$ cat config.mk
export PLATFORM = sky130hd
export DESIGN_NAME = switch_matrix_vertical_debounce_top
export DESIGN_NICKNAME = d
export VERILOG_FILES = /design/src/rtl/smvd_pkg.sv /design/src/rtl/switch_matrix_vertical_debounce_top.sv /design/src/rtl/smvd_ram.sv
export VERILOG_INCLUDE_DIRS = /design/src /design/src/rtl
export SDC_FILE = /design/constraint.sdc
export NUM_CORES = 1
export LEC_CHECK = 0
export ABC_AREA = 1
export BUFFER_PORTS_ARGS = -buffer_cell sky130_fd_sc_hd__buf_2
export CAP_MARGIN = 20
export CORE_ASPECT_RATIO = 2
export CORE_UTILIZATION = 65
export CTS_BUF_LIST = sky130_fd_sc_hd__clkbuf_4 sky130_fd_sc_hd__clkbuf_8 sky130_fd_sc_hd__clkbuf_16
export DETAILED_ROUTE_END_ITERATION = 7
export GPL_ROUTABILITY_DRIVEN = 1
export HOLD_SLACK_MARGIN = 0.02
export PLACE_DENSITY = 0.82
export REMOVE_ABC_BUFFERS = 1
export SLEW_MARGIN = 15
export SYNTH_ARGS = -nofsm -noshare
export SYNTH_HDL_FRONTEND = slang
export SYNTH_SLANG_ARGS = --single-unit
$ cat constraint.sdc
create_clock -name clk -period 5.6 [get_ports clk]
set_input_delay 0.56 -clock clk [delete_from_list [all_inputs] [get_ports clk]]
set_output_delay 0.56 -clock clk [all_outputs]
set_load 0.03 [all_outputs]
$ cat src/rtl/switch_matrix_vertical_debounce_top_defines.svh
// Assertion macros for the switch matrix debounce RTL.
`ifndef SWITCH_MATRIX_VERTICAL_DEBOUNCE_TOP_DEFINES_SVH
`define SWITCH_MATRIX_VERTICAL_DEBOUNCE_TOP_DEFINES_SVH

// Same-cycle implication, checked on clk, off during reset.
`define SMVD_ASSERT_NOW(label, ante, cons, msg) \
	label: assert property (@(posedge clk) disable iff (!arst_n) (ante) |-> (cons)) \
		else $error(msg);

// Next-cycle implication, checked on clk, off during reset.
`define SMVD_ASSERT_NEXT(label, ante, cons, msg) \
	label: assert property (@(posedge clk) disable iff (!arst_n) (ante) |=> (cons)) \
		else $error(msg);

`endif

$ cat src/rtl/smvd_pkg.sv
// Package: constants, row entry type, state enum and a helper for the debounce block.
`timescale 1ns / 1ps
package smvd_pkg;
	localparam int ROW_COUNT = 8;
	localparam int COLS      = 8;
	localparam int ROW_W     = (ROW_COUNT > 1) ? $clog2(ROW_COUNT) : 1;
	localparam int COL_W     = 3;
	localparam int ID_W      = 6;
	localparam int ENTRY_W   = 3 * COLS;
	localparam logic [7:0] MASK_RESET = 8'hFF;

	typedef logic [COLS-1:0] cols_t;

	typedef struct packed {
		cols_t deb;
		cols_t hi;
		cols_t lo;
	} row_entry_t;

	typedef enum logic [1:0] {
		ST_IDLE,
		ST_RD,
		ST_EMIT
	} state_t;

	// index of the lowest set bit (0 when none)
	function automatic logic [COL_W-1:0] lowest_col(cols_t v);
		logic [COL_W-1:0] idx;
		idx = '0;
		for (int i = COLS - 1; i >= 0; i--) begin
			if (v[i]) begin
				idx = COL_W'(i);
			end
		end
		return idx;
	endfunction
endpackage

$ cat src/rtl/switch_matrix_vertical_debounce_top.sv
// Top level: 8x8 switch matrix scanner with per-row vertical-counter debounce.
// Flow: a sample is taken in IDLE, its row entry is read the next cycle in RD,
//   then the n flipped columns (n = 0..8) are registered as reports in EMIT,
//   one report per cycle unless m_tready stalls the output register; a new
//   sample is taken only after the row-store read/modify/write and reports.
// Reset (arst_n low): row 0, column mask 0xFF, all row entries read as zero
//   through per-row valid flops; no clearing pass is needed.
`timescale 1ns / 1ps
`include "switch_matrix_vertical_debounce_top_defines.svh"
module switch_matrix_vertical_debounce_top
	import smvd_pkg::*;
(
	input  logic       clk,
	input  logic       arst_n,
	// column sample stream
	input  logic       s_tvalid,
	output logic       s_tready,
	input  logic [7:0] s_tdata,   // [7:0] column_sample
	// switch change reports
	output logic       m_tvalid,
	input  logic       m_tready,
	output logic [7:0] m_tdata,   // [5:0] switch_id, [6] now_closed, [7] zero
	output logic       m_tlast,   // last_of_run
	// column mask write channel
	input  logic       cfg_valid,
	output logic       cfg_ready,
	input  logic [7:0] cfg_data   // [7:0] column_mask
);
	state_t state_q, state_d;

	logic [7:0]       mask_q;
	logic [ROW_W-1:0] row_q;      // strobe row of the next sample
	logic [ROW_W-1:0] rep_row_q;  // row of the reports in flight
	logic [ROW_COUNT-1:0] valid_q; // row entry written since reset

	cols_t sample_s1;
	logic  valid_s1;

	cols_t flip_q;  // columns still to report
	cols_t deb_q;   // updated debounced row

	logic             m_tvalid_q;
	logic [ID_W-1:0]  id_q;
	logic             closed_q;
	logic             last_q;

	// RAM side
	logic             ram_rd_en;
	logic             ram_we;
	logic [ENTRY_W-1:0] ram_rd_data;
	row_entry_t       cur, upd;

	// counter update
	cols_t delta, flip_c;

	// report selection
	logic             emit;
	cols_t            lo_onehot;
	logic [COL_W-1:0] col_sel;
	cols_t            flip_rest;

	assign cfg_ready = 1'b1;

	// one entry per row: debounced level plus the two counter bit-planes
	smvd_ram #(
		.WIDTH (ENTRY_W),
		.DEPTH (ROW_COUNT)
	) u_row_ram (
		.clk     (clk),
		.we      (ram_we),
		.wr_addr (rep_row_q),
		.wr_data (upd),
		.rd_en   (ram_rd_en),
		.rd_addr (row_q),
		.rd_data (ram_rd_data)
	);

	// entry not yet written reads as the reset value
	always_comb begin
		cur = valid_s1 ? row_entry_t'(ram_rd_data) : '0;
		delta   = sample_s1 ^ cur.deb;
		upd.hi  = (cur.hi ^ cur.lo) & delta;
		upd.lo  = ~cur.lo & delta;
		flip_c  = delta & ~(upd.lo | upd.hi);
		upd.deb = cur.deb ^ flip_c;
	end

	// lowest pending column goes out first
	always_comb begin
		lo_onehot = flip_q & (~flip_q + cols_t'(1));
		col_sel   = lowest_col(flip_q);
		flip_rest = flip_q & ~lo_onehot;
	end

	always_ff @(posedge clk or negedge arst_n) begin
		if (!arst_n) begin
			state_q <= ST_IDLE;
		end else begin
			state_q <= state_d;
		end
	end

	always_comb begin
		state_d   = state_q;
		s_tready  = 1'b0;
		ram_rd_en = 1'b0;
		ram_we    = 1'b0;
		emit      = 1'b0;
		case (state_q)
			ST_IDLE: begin
				s_tready  = 1'b1;
				ram_rd_en = s_tvalid;
				if (s_tvalid) begin
					state_d = ST_RD;
				end
			end
			ST_RD: begin
				ram_we  = 1'b1;
				state_d = (flip_c != '0) ? ST_EMIT : ST_IDLE;
			end
			ST_EMIT: begin
				if (!m_tvalid_q || m_tready) begin
					emit = 1'b1;
					if (flip_rest == '0) begin
						state_d = ST_IDLE;
					end
				end
			end
			default: begin
				state_d = ST_IDLE;
			end
		endcase
	end

	// control registers
	always_ff @(posedge clk or negedge arst_n) begin
		if (!arst_n) begin
			mask_q     <= MASK_RESET;
			row_q      <= '0;
			rep_row_q  <= '0;
			valid_q    <= '0;
			valid_s1   <= 1'b0;
			flip_q     <= '0;
			m_tvalid_q <= 1'b0;
		end else begin
			if (cfg_valid && cfg_ready) begin
				mask_q <= cfg_data;
			end
			if (s_tvalid && s_tready) begin
				valid_s1  <= valid_q[row_q];
				rep_row_q <= row_q;
			end
			if (state_q == ST_RD) begin
				valid_q[rep_row_q] <= 1'b1;
				flip_q <= flip_c;
				row_q  <= (row_q == ROW_W'(ROW_COUNT - 1)) ? '0 : row_q + ROW_W'(1);
			end else if (emit) begin
				flip_q <= flip_rest;
			end
			if (emit) begin
				m_tvalid_q <= 1'b1;
			end else if (m_tready) begin
				m_tvalid_q <= 1'b0;
			end
		end
	end

	// payload registers
	always_ff @(posedge clk) begin
		if (s_tvalid && s_tready) begin
			sample_s1 <= s_tdata & mask_q;
		end
		if (state_q == ST_RD) begin
			deb_q <= upd.deb;
		end
		if (emit) begin
			id_q     <= {3'(rep_row_q), col_sel};
			closed_q <= deb_q[col_sel];
			last_q   <= (flip_rest == '0);
		end
	end

	assign m_tvalid = m_tvalid_q;
	assign m_tdata  = {1'b0, closed_q, id_q};
	assign m_tlast  = last_q;

	`SMVD_ASSERT_NEXT(a_accept_reads, s_tvalid && s_tready, state_q == ST_RD, "accept not followed by row read")
	`SMVD_ASSERT_NOW(a_emit_pending, state_q == ST_EMIT, flip_q != '0, "report state with nothing pending")
	`SMVD_ASSERT_NOW(a_row_range, 1'b1, row_q <= ROW_W'(ROW_COUNT - 1), "scan row out of range")
endmodule

$ cat src/rtl/smvd_ram.sv
// Generic single-port-write, single-port-read RAM with registered read data.
`timescale 1ns / 1ps
module smvd_ram #(
	parameter int WIDTH = 8,
	parameter int DEPTH = 8,
	localparam int AW = (DEPTH > 1) ? $clog2(DEPTH) : 1
) (
	input  logic             clk,
	input  logic             we,
	input  logic [AW-1:0]    wr_addr,
	input  logic [WIDTH-1:0] wr_data,
	input  logic             rd_en,
	input  logic [AW-1:0]    rd_addr,
	output logic [WIDTH-1:0] rd_data
);
	logic [WIDTH-1:0] mem [DEPTH];

	always_ff @(posedge clk) begin
		if (we) begin
			mem[wr_addr] <= wr_data;
		end
		if (rd_en) begin
			rd_data <= mem[rd_addr];
		end
	end
endmodule
**Word-level counts from Yosys, hierarchy flattened**

Memories as Yosys holds them, arrays and structs flattened. A register that Yosys moved wholly into a read port is not among the register bits.
Cells that the tools add are included.

- Register bits after elaboration: 58
- Memory bits (writable): 192
- Output and inout port bits: 12
- Word-level logic and storage cells: 83
- Memories kept: 1

Memory list:

| name | words | width | rd ports | clocked after memory_dff | write ports | RTL line | text |
|---|---|---|---|---|---|---|---|
| u_row_ram.mem | 8 | 24 | 1 | 1 | 1 | smvd_ram.sv:16 | `logic [WIDTH-1:0] mem [DEPTH];` |

- Add/sub/neg operators: 2
- $lt $le $gt $ge: 4
- Equal/unequal tests: 6
- Mux-type cells: 32
- Bitwise gates (word level): 15
- Reduce and logical (&&, ||, !) cells: 10

Operators by type and width:

| operator | count |
|---|---|
| 8-bit bitwise AND | 6 |
| 8-bit NOT | 4 |
| 3-bit 2-to-1 mux | 9 |
| 24-bit 2-to-1 mux | 1 |
| 8-bit XOR | 3 |
| 8-bit 2-to-1 mux | 2 |
| 8-bit bitwise OR | 2 |
| 3-bit by 4-bit less-than comparator with 1-bit output (second input constant) | 3 |
| 1-bit 2-to-1 mux | 12 |
| 8-bit by 1-bit adder with 8-bit output (second input constant) | 1 |
| 8-bit logical NOT | 1 |
| 2-bit 2-to-1 mux | 4 |
| 8-bit nonzero test | 1 |
| 1-bit binary-select mux with 3-bit select | 2 |
| 2-bit != test (second input constant) | 3 |
| 2-bit case mux with 3 select lines | 1 |
| 2-bit nonzero test | 2 |
| 3-bit by 1-bit adder with 3-bit output (second input constant) | 1 |
| 1-bit demux with 3-bit select | 1 |
| 3-bit equality test (second input constant) | 1 |
| 3-bit by 1-bit greater-or-equal comparator with 1-bit output (second input constant) | 1 |
| 3-bit AND reduction | 1 |
| 2-bit by 1-bit equality test with 1-bit output (second input constant) | 1 |
| 2-bit equality test (second input constant) | 1 |
| 4 further kinds | 5 |

**Depth between registers and ports, before layout**

Gate-level depths: netlist (run 1).

- Depth after elaboration: 10
- Gate-level depth with buffers: 13
- Depth with buffers taken out: 13

**By module**

From an unflattened synthesis (run 1), not the netlist that was laid out.

- Cells, all modules: 1200
- Area total of the unflattened synthesis: 12171.7 um2

By module, submodules not included:

| module | instances | cells each | area an instance (um2) | sequential area each (um2) |
|---|---|---|---|---|
| smvd_ram | 1 | 872 | 9146.3 | 6486.2 |
| switch_matrix_vertical_debounce_top | 1 | 328 | 3025.4 | 1581.5 |

**Worst setup path before layout (run 1)**

OpenSTA, ideal clock, no wires.

- Path type: flip-flop to flip-flop
- Start: register state_q[1]
- End: memory u_row_ram.mem[0][0] in the netlist's numbering, enable pin
- Arrival time: 2070 ps
- Slack: 3125 ps
- Cell stages (with the launch flop): 5
- Period minus slack after synthesis: 2475 ps
- Cells stage by stage: dfrtp_1 -> nor2_4 -> inv_1 -> or2_1 -> nor2_1

- Word-level cells in the longest chain between the ends: 4

RTL lines:

| element | RTL line | text |
|---|---|---|
| start: declaration | switch_matrix_vertical_debounce_top.sv:29 | `state_t state_q, state_d;` |
| start signal: assignment | switch_matrix_vertical_debounce_top.sv:99 | `state_q <= state_d;` |
| 2-bit by 1-bit equality test with 1-bit output | switch_matrix_vertical_debounce_top.sv:109 | `case (state_q)` |
| 1-bit 2-to-1 mux | switch_matrix_vertical_debounce_top.sv:109 |  |
| 1-bit 2-to-1 mux | smvd_ram.sv:19 | `if (we) begin` |
| 1-bit 2-to-1 mux (not written as such) | smvd_ram.sv:20 | `mem[wr_addr] <= wr_data;` |
| end: declaration | smvd_ram.sv:16 |  |

Every way passes these cells.

**Worst setup path in the final report (run 1)**

- Start: register valid_s1
- End: memory u_row_ram.mem[3][21] in the netlist's numbering, data pin

- Word-level cells in the longest chain between the ends: 7
- Elaborated cells on any way between the ends: 10

RTL lines:

| element | RTL line | text |
|---|---|---|
| start: declaration | switch_matrix_vertical_debounce_top.sv:37 | `logic valid_s1;` |
| start signal: assignment | switch_matrix_vertical_debounce_top.sv:150 | `valid_s1 <= valid_q[row_q];` |
| 24-bit 2-to-1 mux (*) | switch_matrix_vertical_debounce_top.sv:80 | `cur = valid_s1 ? row_entry_t'(ram_rd_data) : '0;` |
| 8-bit XOR / 8-bit NOT (equally long branches) | switch_matrix_vertical_debounce_top.sv:81, switch_matrix_vertical_debounce_top.sv:83 |  |
| 8-bit bitwise AND (*) | switch_matrix_vertical_debounce_top.sv:83 | `upd.lo = ~cur.lo & delta;` |
| named net u_row_ram.wr_data[5] | smvd_ram.sv:11 | `input logic [WIDTH-1:0] wr_data,` |
| 8-bit bitwise OR (*) | switch_matrix_vertical_debounce_top.sv:84 | `flip_c = delta & ~(upd.lo \| upd.hi);` |
| 8-bit NOT (*) | switch_matrix_vertical_debounce_top.sv:84 |  |
| 8-bit bitwise AND (*) | switch_matrix_vertical_debounce_top.sv:84 |  |
| 8-bit XOR (*) | switch_matrix_vertical_debounce_top.sv:85 | `upd.deb = cur.deb ^ flip_c;` |
| named net u_row_ram.wr_data[21] | smvd_ram.sv:11 |  |

Mark *: on every way through the listed nets, which the timed path passes. The rest lies on a longest branch.

==> key figures, run 1 <==
Timing
  – Setup tns final: 0 ns
  – Final worst-path setup slack: 2.61 ns
  – Final critical delay including setup and external delays: 2.99 ns
  – Largest clock skew in the final design: 0.00908 ns
  – Final critical-path share of the clock period: ~53%
  – Final number of max-transition violations: 0
  – Final hold slack: 0.198 ns
  – Worst-margin pin slew: 0.980 ns
  – Peak Freq: 334 MHz
  – Unrepaired setup endpoints after global routing: no
  – Slew margin rel.: 34.7%
  – Final-report hold violation count: 0
  – Endpoints failing setup: 0

Clocking
  – Number of buffers inserted during clock tree synthesis: 22
  – Insertion delay to the later sink of the worst-skew pair: 0.51 ns
  – Clk slew on worst S/H paths: 0.07 ns
  – Post-CTS Setup Inserts: 0
  – Clock Tree Root: clkbuf_16
  – Maximum buffer depth of the clock tree: 3
  – TritonCTS clock tree: built
  – Clock Sink Count: 274
  – Hold-fix buffer count after cts: 0
  – Count of instances resized after the clock tree is built: 0
  – Maximum level of the CTS H-tree: 1

Worst setup path
  – Kind of start point of the critical path: flop
  – Nature of the critical path endpoint: flop
  – Flop-to-flop setup slack: approximately 2.6 ns
  – Worst EP required: 5.78 ns
  – Cell type of the slowest stage on the worst timing path: o21ai_0
  – Data arrival time of the critical path: around 3.2 ns
  – Biggest fanout along the worst timing path: 33
  – CP Cell Sequence: buf_4 > nand2_1 > xnor2_1 > inv_1 > a21oi_1 > nor2_1 > o21ai_0
  – Critical path type: flop to flop
  – Largest stage delay on the critical path: between 0.7 and 0.8 ns

Floorplan
  – Height of the die: about 190 µm
  – Die width: roughly 94 µm
  – Total core area: 16800 µm²
  – Initial cell density of the core: 66.3%
  – Die area: 17600 µm²
  – Number of primary I/O pins: 33
  – Number of standard-cell rows in the floorplan: 67

Synth
  – Post-synthesis area per instance: 12.3 µm²
  – Xor/xnor share of the synthesized area: 0.833%
  – Number of storage elements in the synthesis netlist: 274
  – Dominant combinational cell family by area after synthesis: simple AND/OR/NAND/NOR gates
  – Cell area after technology mapping: ~11000 µm²
  – Compound-gate portion of the synthesized area: 10.5%
  – Post-synthesis share of cell area spent on full adders, half adders and majority gates: 0.225%
  – Synth warnings: 0
  – Sequential element share of the synthesized area: 72.6%
  – Number of enable flip-flop cells after synthesis: 240
  – Instance count of the mapped netlist: 900
  – Share of synthesized flip-flops with an asynchronous set or reset: ~12%
  – Area share of and/or/nand/nor cells after synthesis: a little under an eighth
  – Share of cell area taken by muxes after synthesis: 0.811%
  – Post-synth cell types: 33
  – Most common flop cell mapped by yosys: edfxtp_1

Finish
  – Count of non-filler cells in the finished layout: between 1000 and 1500
  – Area growth from synthesis to layout: 9.66%
  – Antenna fix cells: 0
  – Number of nets at the end of the flow: 948
  – Utilization after layout: approximately 73%
  – Share of cells above drive strength 1: 14.7%

Detailed routing
  – Remaining DRCs: 0
  – Via count of the routed design: 7289
  – DRT antenna net count: 0
  – Total detailed-routing wirelength: between 20 and 25 mm
  – Wire per inst: 21.3 µm
  – DR pass1 iterations: 5
  – DRT iter0 DRCs: 625
  – DR vias/cell: 6.35

GRT
  – Wire length of the first global-routing pass: approximately 38 mm
  – Largest net degree at the start of global routing: between 100 and 150
  – Number of antenna violations at the first check in global routing: 0
  – Vias in the first global route: 7120
  – GRT Residual Overflow: 0
  – Overall fraction of global-route tracks in use: 29.0%

Placed design
  – Routability congestion estimate: 0.883
  – Cells after DPL: 1108
  – DP Worst Slack: 2.69 ns
  – Post-detail-place hpwl: 13.3 mm
  – Port bufs: 30

Flow run
  – Count of maximum capacitance violations: 0

Status
  – Outcome: finished, final reports clean

Power and ir drop
  – Static leakage power: approximately 4.4 nW
  – Maximum VDD drop: 327 µV
  – Areal power density over the cells: 566 nW/µm²

Worst hold path
  – HP Class: input pin to async pin
layout make-up:
cell class              instances  area [µm²]
flip-flops and latches        274        8070
fillers                      1093        4580
multi-input cells             530        2660
clock buffers                  30         634
repair buffers                 46         270
well taps                     207         259
inverters                      51         191
clock inverters                10         100
cells in the mapped netlist (3+ instances only):
cell | number | share of area (%)
dfstp_2 | 8 | 1.9
or2_2 | 8 | 0.45
nand3_1 | 18 | 0.81
o22ai_1 | 27 | 1.5
a31oi_1 | 24 | 1.4
dfrtp_1 | 26 | 5.9
xnor2_1 | 4 | 0.32
a211oi_2 | 8 | 0.90
o21ai_1 | 7 | 0.32
inv_1 | 48 | 1.6
xnor2_2 | 3 | 0.44
a21oi_1 | 10 | 0.45
nand4_1 | 9 | 0.51
buf_4 | 3 | 0.20
edfxtp_1 | 240 | 65
o21ai_0 | 118 | 5.3
mux2_2 | 8 | 0.81
inv_2 | 3 | 0.10
o221ai_1 | 7 | 0.55
nand2_4 | 3 | 0.30
buf_2 | 13 | 0.59
nor2_1 | 199 | 6.7
nand2_1 | 67 | 2.3
clkbuf_1 | 26 | 0.88
per-stage QoR:
stage / power [W] / area (µm²)
after CTS: 0.00688 / 12200
after global placement: 0.00519 / 11400
after detailed placement: 0.00531 / 11400
final: 0.00690 / 12200
after global routing: 0.00723 / 12200
after floorplan: 0.00459 / 10900
critical path, delay by kind of cell (launching register included):
| family | cells | cell delay, ns |
|---|---|---|
| compound gates | 2 | 1.29 |
| xor+xnor | 1 | 0.23 |
| flops | 1 | 0.34 |
| simple gates | 2 | 0.29 |
| buf+inv | 2 | 0.49 |
logic make-up after synthesis:
| group | Yosys count |
|---|---|
| buffers and inverters | 96 |
| and+or+nand+nor | 308 |
| muxes | 8 |
| AOI/OAI and AO/OA | 202 |
| adders and majority gates | 2 |
| xor gates and xnor gates | 8 |
| DFF | 274 |
| other | 2 |
cell usage in the layout, fill, tap and decap left out, types with 9 or more instances in the layout:
cell | synthesis | final
nand2_1 | 67 | 67
nand3_1 | 18 | 18
inv_1 | 48 | 47
buf_2 | 13 | 30
o22ai_1 | 27 | 27
clkbuf_16 | 0 | 23
o21ai_0 | 118 | 118
nor2_2 | 2 | 10
a21oi_1 | 10 | 10
nand4_1 | 9 | 9
edfxtp_1 | 240 | 240
a31oi_1 | 24 | 24
buf_4 | 3 | 16
nor2_1 | 199 | 191
dfrtp_1 | 26 | 25
sequential cells by signal (all words and copies together), names as in the netlist:
signal,flops
flip_q,8
sample_s1,8
row_q,3
valid_q,8
valid_s1,1
u_row_ram.mem,192
rep_row_q,3
deb_q,8
mask_q,8
closed_q,1
m_tvalid,1
id_q,6
m_tlast,1
u_row_ram.rd_data,24
state_q,2
power by group:
part	switching (W)	total, W	internal, W
Sequential	0.000209	0.00316	0.00295
Combinational	0.00158	0.00217	0.000590
Clock	0.000678	0.00157	0.000891
Total	0.00247	0.00690	0.00443
per-layer routing:
| layer | global-route usage (%) | vias to the layer above | routed length, µm | share of wire, % |
|---|---|---|---|---|
| li1 | - | 3248 | - | - |
| met1 | 37.1 | 3529 | 8570 | 35 |
| met2 | 48.9 | 420 | 12600 | 52 |
| met3 | 3.46 | 92 | 2110 | 8.6 |
| met4 | 13.9 | 0 | 1130 | 4.6 |
| met5 | 0 | - | 0 | 0 |
path summary, 6_finish.rpt:
path | to | from | depth (start not counted)
hold / removal | valid_q[0] | arst_n | 1
max in group asynchronous | row_q[0] | arst_n | 1
setup reg to reg | u_row_ram.mem[3][21] | valid_s1 | 7
min in group clk | m_tvalid | m_tready | 2
setup / recovery | u_row_ram.mem[3][21] | valid_s1 | 7
hold reg to reg | valid_q[1] | valid_q[1] | 1
Power figures use the tool's default switching activity.
==> run 2, diff against run 1 <==
--- a/config.mk
+++ b/config.mk
@@ -6,16 +6,16 @@
 export SDC_FILE = /design/constraint.sdc
 export NUM_CORES = 1
 export LEC_CHECK = 0
-export ABC_AREA = 1
+export ABC_AREA = 0
 export BUFFER_PORTS_ARGS = -buffer_cell sky130_fd_sc_hd__buf_2
 export CAP_MARGIN = 20
 export CORE_ASPECT_RATIO = 2
-export CORE_UTILIZATION = 65
+export CORE_UTILIZATION = 56
 export CTS_BUF_LIST = sky130_fd_sc_hd__clkbuf_4 sky130_fd_sc_hd__clkbuf_8 sky130_fd_sc_hd__clkbuf_16
 export DETAILED_ROUTE_END_ITERATION = 7
 export GPL_ROUTABILITY_DRIVEN = 1
 export HOLD_SLACK_MARGIN = 0.02
-export PLACE_DENSITY = 0.82
+export PLACE_DENSITY = 0.75
 export REMOVE_ABC_BUFFERS = 1
 export SLEW_MARGIN = 15
 export SYNTH_ARGS = -nofsm -noshare
==> constraint.sdc (replaced) <==
create_clock -name clk -period 2.5 [get_ports clk]
set_input_delay 0.25 -clock clk [delete_from_list [all_inputs] [get_ports clk]]
set_output_delay 0.25 -clock clk [all_outputs]
set_load 0.03 [all_outputs]
==> key figures, run 2 <==
Worst setup path
  – Biggest fanout along the worst timing path: 7 (-79%)
  – Nature of the critical path endpoint: flop
  – Critical path type: flop to flop
  – Worst EP required: 2.85 ns (-2.93 ns)
  – Data arrival time of the critical path: 2.38 ns (-0.79 ns)
  – Kind of start point of the critical path: flop

Detailed routing
  – Total detailed-routing wirelength: 21.9 mm (-10%)
  – DRT iter0 DRCs: 395 (-37%)
  – Remaining DRCs: 0 (unchanged)
  – DR vias/cell: 6.04 (-4.9%)
  – Wire per inst: 23.3 µm (+9.7%)
  – Via count of the routed design: 5684 (-22%)
  – DRT antenna net count: 0 (unchanged)
  – DR pass1 iterations: 7 (+2)

Synth
  – Share of cell area taken by muxes after synthesis: 14.5% (+14 points)
  – Dominant combinational cell family by area after synthesis: multiplexers
  – Compound-gate portion of the synthesized area: 3.66% (-6.8 points)
  – Cell area after technology mapping: 11000 µm² (-1.4%)
  – Post-synthesis share of cell area spent on full adders, half adders and majority gates: 0.228% (+0.0032 points)
  – Instance count of the mapped netlist: 591 (-34%)
  – Library cell with the highest instance count after synthesis: edfxtp_1
  – Xor/xnor share of the synthesized area: 1.28% (+0.45 points)
  – Portion of synthesized cell area occupied by the leading cell type: 65.8% (+0.93 points)
  – Biggest area contributors in the synthesized netlist: edfxtp_1 66%, mux4_2 10%, dfrtp_1 5.9%
  – Number of enable flip-flop cells after synthesis: 240 (unchanged)
  – Largest area contributor in the netlist: edfxtp_1
  – Most common flop cell mapped by yosys: edfxtp_1
  – Synth warnings: 0 (unchanged)
  – Post-synthesis area per instance: 18.5 µm² (+50%)
  – Share of synthesized flip-flops with an asynchronous set or reset: 12.4% (unchanged)
  – Number of storage elements in the synthesis netlist: 274 (unchanged)
  – Area share of and/or/nand/nor cells after synthesis: 5.31% (-6.0 points)
  – Sequential element share of the synthesized area: 73.7% (+1.0 points)
  – Most numerous cell types in the synthesized netlist: 240 x edfxtp_1, 50 x mux4_2, 38 x mux2_2
  – Post-synth cell types: 45 (+36%)

Clocking
  – TritonCTS clock tree: built
  – Clock Tree Root: clkbuf_16
  – Clock Sink Count: 274 (unchanged)
  – Insertion delay to the later sink of the worst-skew pair: 0.51 ns (about the same)
  – Maximum level of the CTS H-tree: 1 (unchanged)
  – Clk slew on worst S/H paths: 0.06 ns (about the same)
  – Maximum buffer depth of the clock tree: 3 (unchanged)
  – Number of buffers inserted during clock tree synthesis: 23 (+4.5%)
  – Count of instances resized after the clock tree is built: 0 (unchanged)

Finish
  – Largest registers: u_row_ram.mem: 192 flops, u_row_ram.rd_data: 24 flops
  – Number of flip-flops under the largest register name: 192 (unchanged)
  – Number of nets at the end of the flow: 689 (-27%)
  – Utilization after layout: 65.4% (-7.3 points)
  – Antenna fix cells: 0 (unchanged)
  – Register name with the most flops: u_row_ram.mem
  – Share of cells above drive strength 1: 32.4% (+18 points)
  – Count of non-filler cells in the finished layout: 941 (-18%)
  – Area growth from synthesis to layout: 15.1%
  – Leading cell type in the layout, fill and taps excluded: edfxtp_1
  – Commonest non-fill, non-tap cells in the layout: 240 x edfxtp_1, 50 x mux4_2, 38 x mux2_2
  – Count of filler cells inserted in the layout: 1337 (+22%)

GRT
  – Largest net degree at the start of global routing: 37 (-64%)
  – Overall fraction of global-route tracks in use: 23.5% (-5.5 points)
  – Vias in the first global route: 6018 (-15%)
  – Number of antenna violations at the first check in global routing: 0 (unchanged)
  – Wire length of the first global-routing pass: 33.9 mm (-10%)
  – GRT Residual Overflow: 0 (unchanged)

Power and ir drop
  – Internal power: 0.0106 W (+140%)
  – Maximum VDD drop: 668 µV (+100%)
  – Fraction of power consumed by combinational cells: 28.5% (-3.0 points)
  – Reported net switching power: 0.00439 W (+78%)
  – Relative contribution of sequential cells to total power: 47.3% (+1.5 points)
  – Fraction of power spent switching nets: 29.4% (-6.4 points)
  – Clock network power share: 24.2% (+1.5 points)
  – Areal power density over the cells: 1190 nW/µm² (+110%)
  – Static leakage power: 4.35 nW (-1.6%)

Flow run
  – Count of maximum capacitance violations: 0 (unchanged)

Timing
  – Endpoints failing setup: 0 (unchanged)
  – Final critical delay including setup and external delays: 2.04 ns (-0.955 ns)
  – Final critical-path share of the clock period: 81.5% (+28 points)
  – Final number of max-transition violations: 0 (unchanged)
  – Worst-margin pin slew: 1.09 ns (+0.112 ns)
  – Unrepaired setup endpoints after global routing: no
  – Final-report hold violation count: 0 (unchanged)
  – Slew margin rel.: 26.6% (-8.1 points)
  – Peak Freq: 491 MHz (+47%)
  – Largest clock skew in the final design: 0.0115 ns (+0.00244 ns)

Floorplan
  – Initial cell density of the core: 56.8% (-9.5 points)
  – Height of the die: 200 µm (+6.9%)
  – Total core area: 19300 µm² (+15%)
  – Number of primary I/O pins: 33 (unchanged)
  – Die area: 20200 µm² (+14%)
  – Number of standard-cell rows in the floorplan: 72 (+7.5%)
  – Die width: 101 µm (+6.8%)

Placed design
  – Cells after DPL: 883 (-20%)
  – Post-detail-place hpwl: 13.4 mm (+0.68%)
  – Routability congestion estimate: 0.906 (+2.7%)
  – Port bufs: 30 (unchanged)

Status
  – Outcome: finished, final reports clean

Worst hold path
  – HP Class: input pin to flop
-- run 2: path summary, 6_finish.rpt --
kind / from / endpoint / slack (ns) / cells after the start
worst max-delay path: flip_q[2] / closed_q / 0.46 / 4
worst min-delay path: s_tdata[2] / sample_s1[2] / 0.04 / 2
worst max register to register: flip_q[2] / closed_q / 0.46 / 4
worst min register to register: valid_q[2] / valid_q[2] / 0.47 / 1
max in group asynchronous: arst_n / row_q[0] / 1.41 / 2
min in group asynchronous: arst_n / rep_row_q[0] / 0.41 / 2
-- run 2: area by class of cell --
cell class / count / area [µm²] / area share, %
tap: 259 / 324 / 2.57
clock buffer: 30 / 634 / 5.03
clock inverter: 11 / 131 / 1.04
multi-input combinational: 283 / 2770 / 22.0
inverter: 7 / 26.3 / 0.208
sequential: 274 / 8070 / 64.0
timing repair buffer: 77 / 648 / 5.14
-- run 2: power by group through the flow --
stage | registers [W] | logic, W | clock network (W)
2_1_floorplan | 0.00730 | 0.00271 | 0
3_3_place_gp | 0.00709 | 0.00409 | 0
3_5_place_dp | 0.00715 | 0.00427 | 0
4_1_cts | 0.00706 | 0.00430 | 0.00370
5_1_grt | 0.00715 | 0.00465 | 0.00387
6_report | 0.00706 | 0.00426 | 0.00362
-- run 2: routing by layer --
layer	up-vias	GRT usage, %	routed length [µm]
met5	-	0	0
met4	0	11.0	798
met3	51	2.89	1180
met2	204	42.5	12100
met1	2939	27.7	7830
li1	2490	-	-
-- run 2: logic make-up (layout without fill, tap and decap cells) --
kind of cell    after synthesis  in the layout
buf+inv                      34            125
flops                       274            274
mux                          91             91
other cells                   2              2
simple gates                114            114
compound gates               58             58
xor+xnor                     16             16
fa+ha+maj                     2              2
-- run 2: per-stage QoR --
stage | setup TNS [ns] | setup slack (ns) | total power (W) | hold slack (ns) | instance area [µm²]
6_report | 0 | 0.463 | 0.0149 | 0.0443 | 12600
5_1_grt | 0 | 0.397 | 0.0157 | 0.0241 | 12600
4_1_cts | 0 | 0.460 | 0.0151 | 0.0283 | 12600
3_5_place_dp | 0 | 0.481 | 0.0114 | 0.427 | 11700
3_3_place_gp | 0 | 0.565 | 0.0112 | 0.420 | 11700
2_1_floorplan | -121.06 | -1.13 | 0.0100 | -0.0456 | 10800
-- run 2: critical path, stage by stage (launching register included) --
cell and delay (ns):
dfrtp_1 0.43, or3_2 0.49, o22ai_1 0.35, mux2_2 0.39, a211oi_2 0.22
-- run 2: timing repair --
item,4_1_cts,5_1_grt
hold buffers,15,0
endpoints found under the hold margin,40,0
setup buffers,0,0
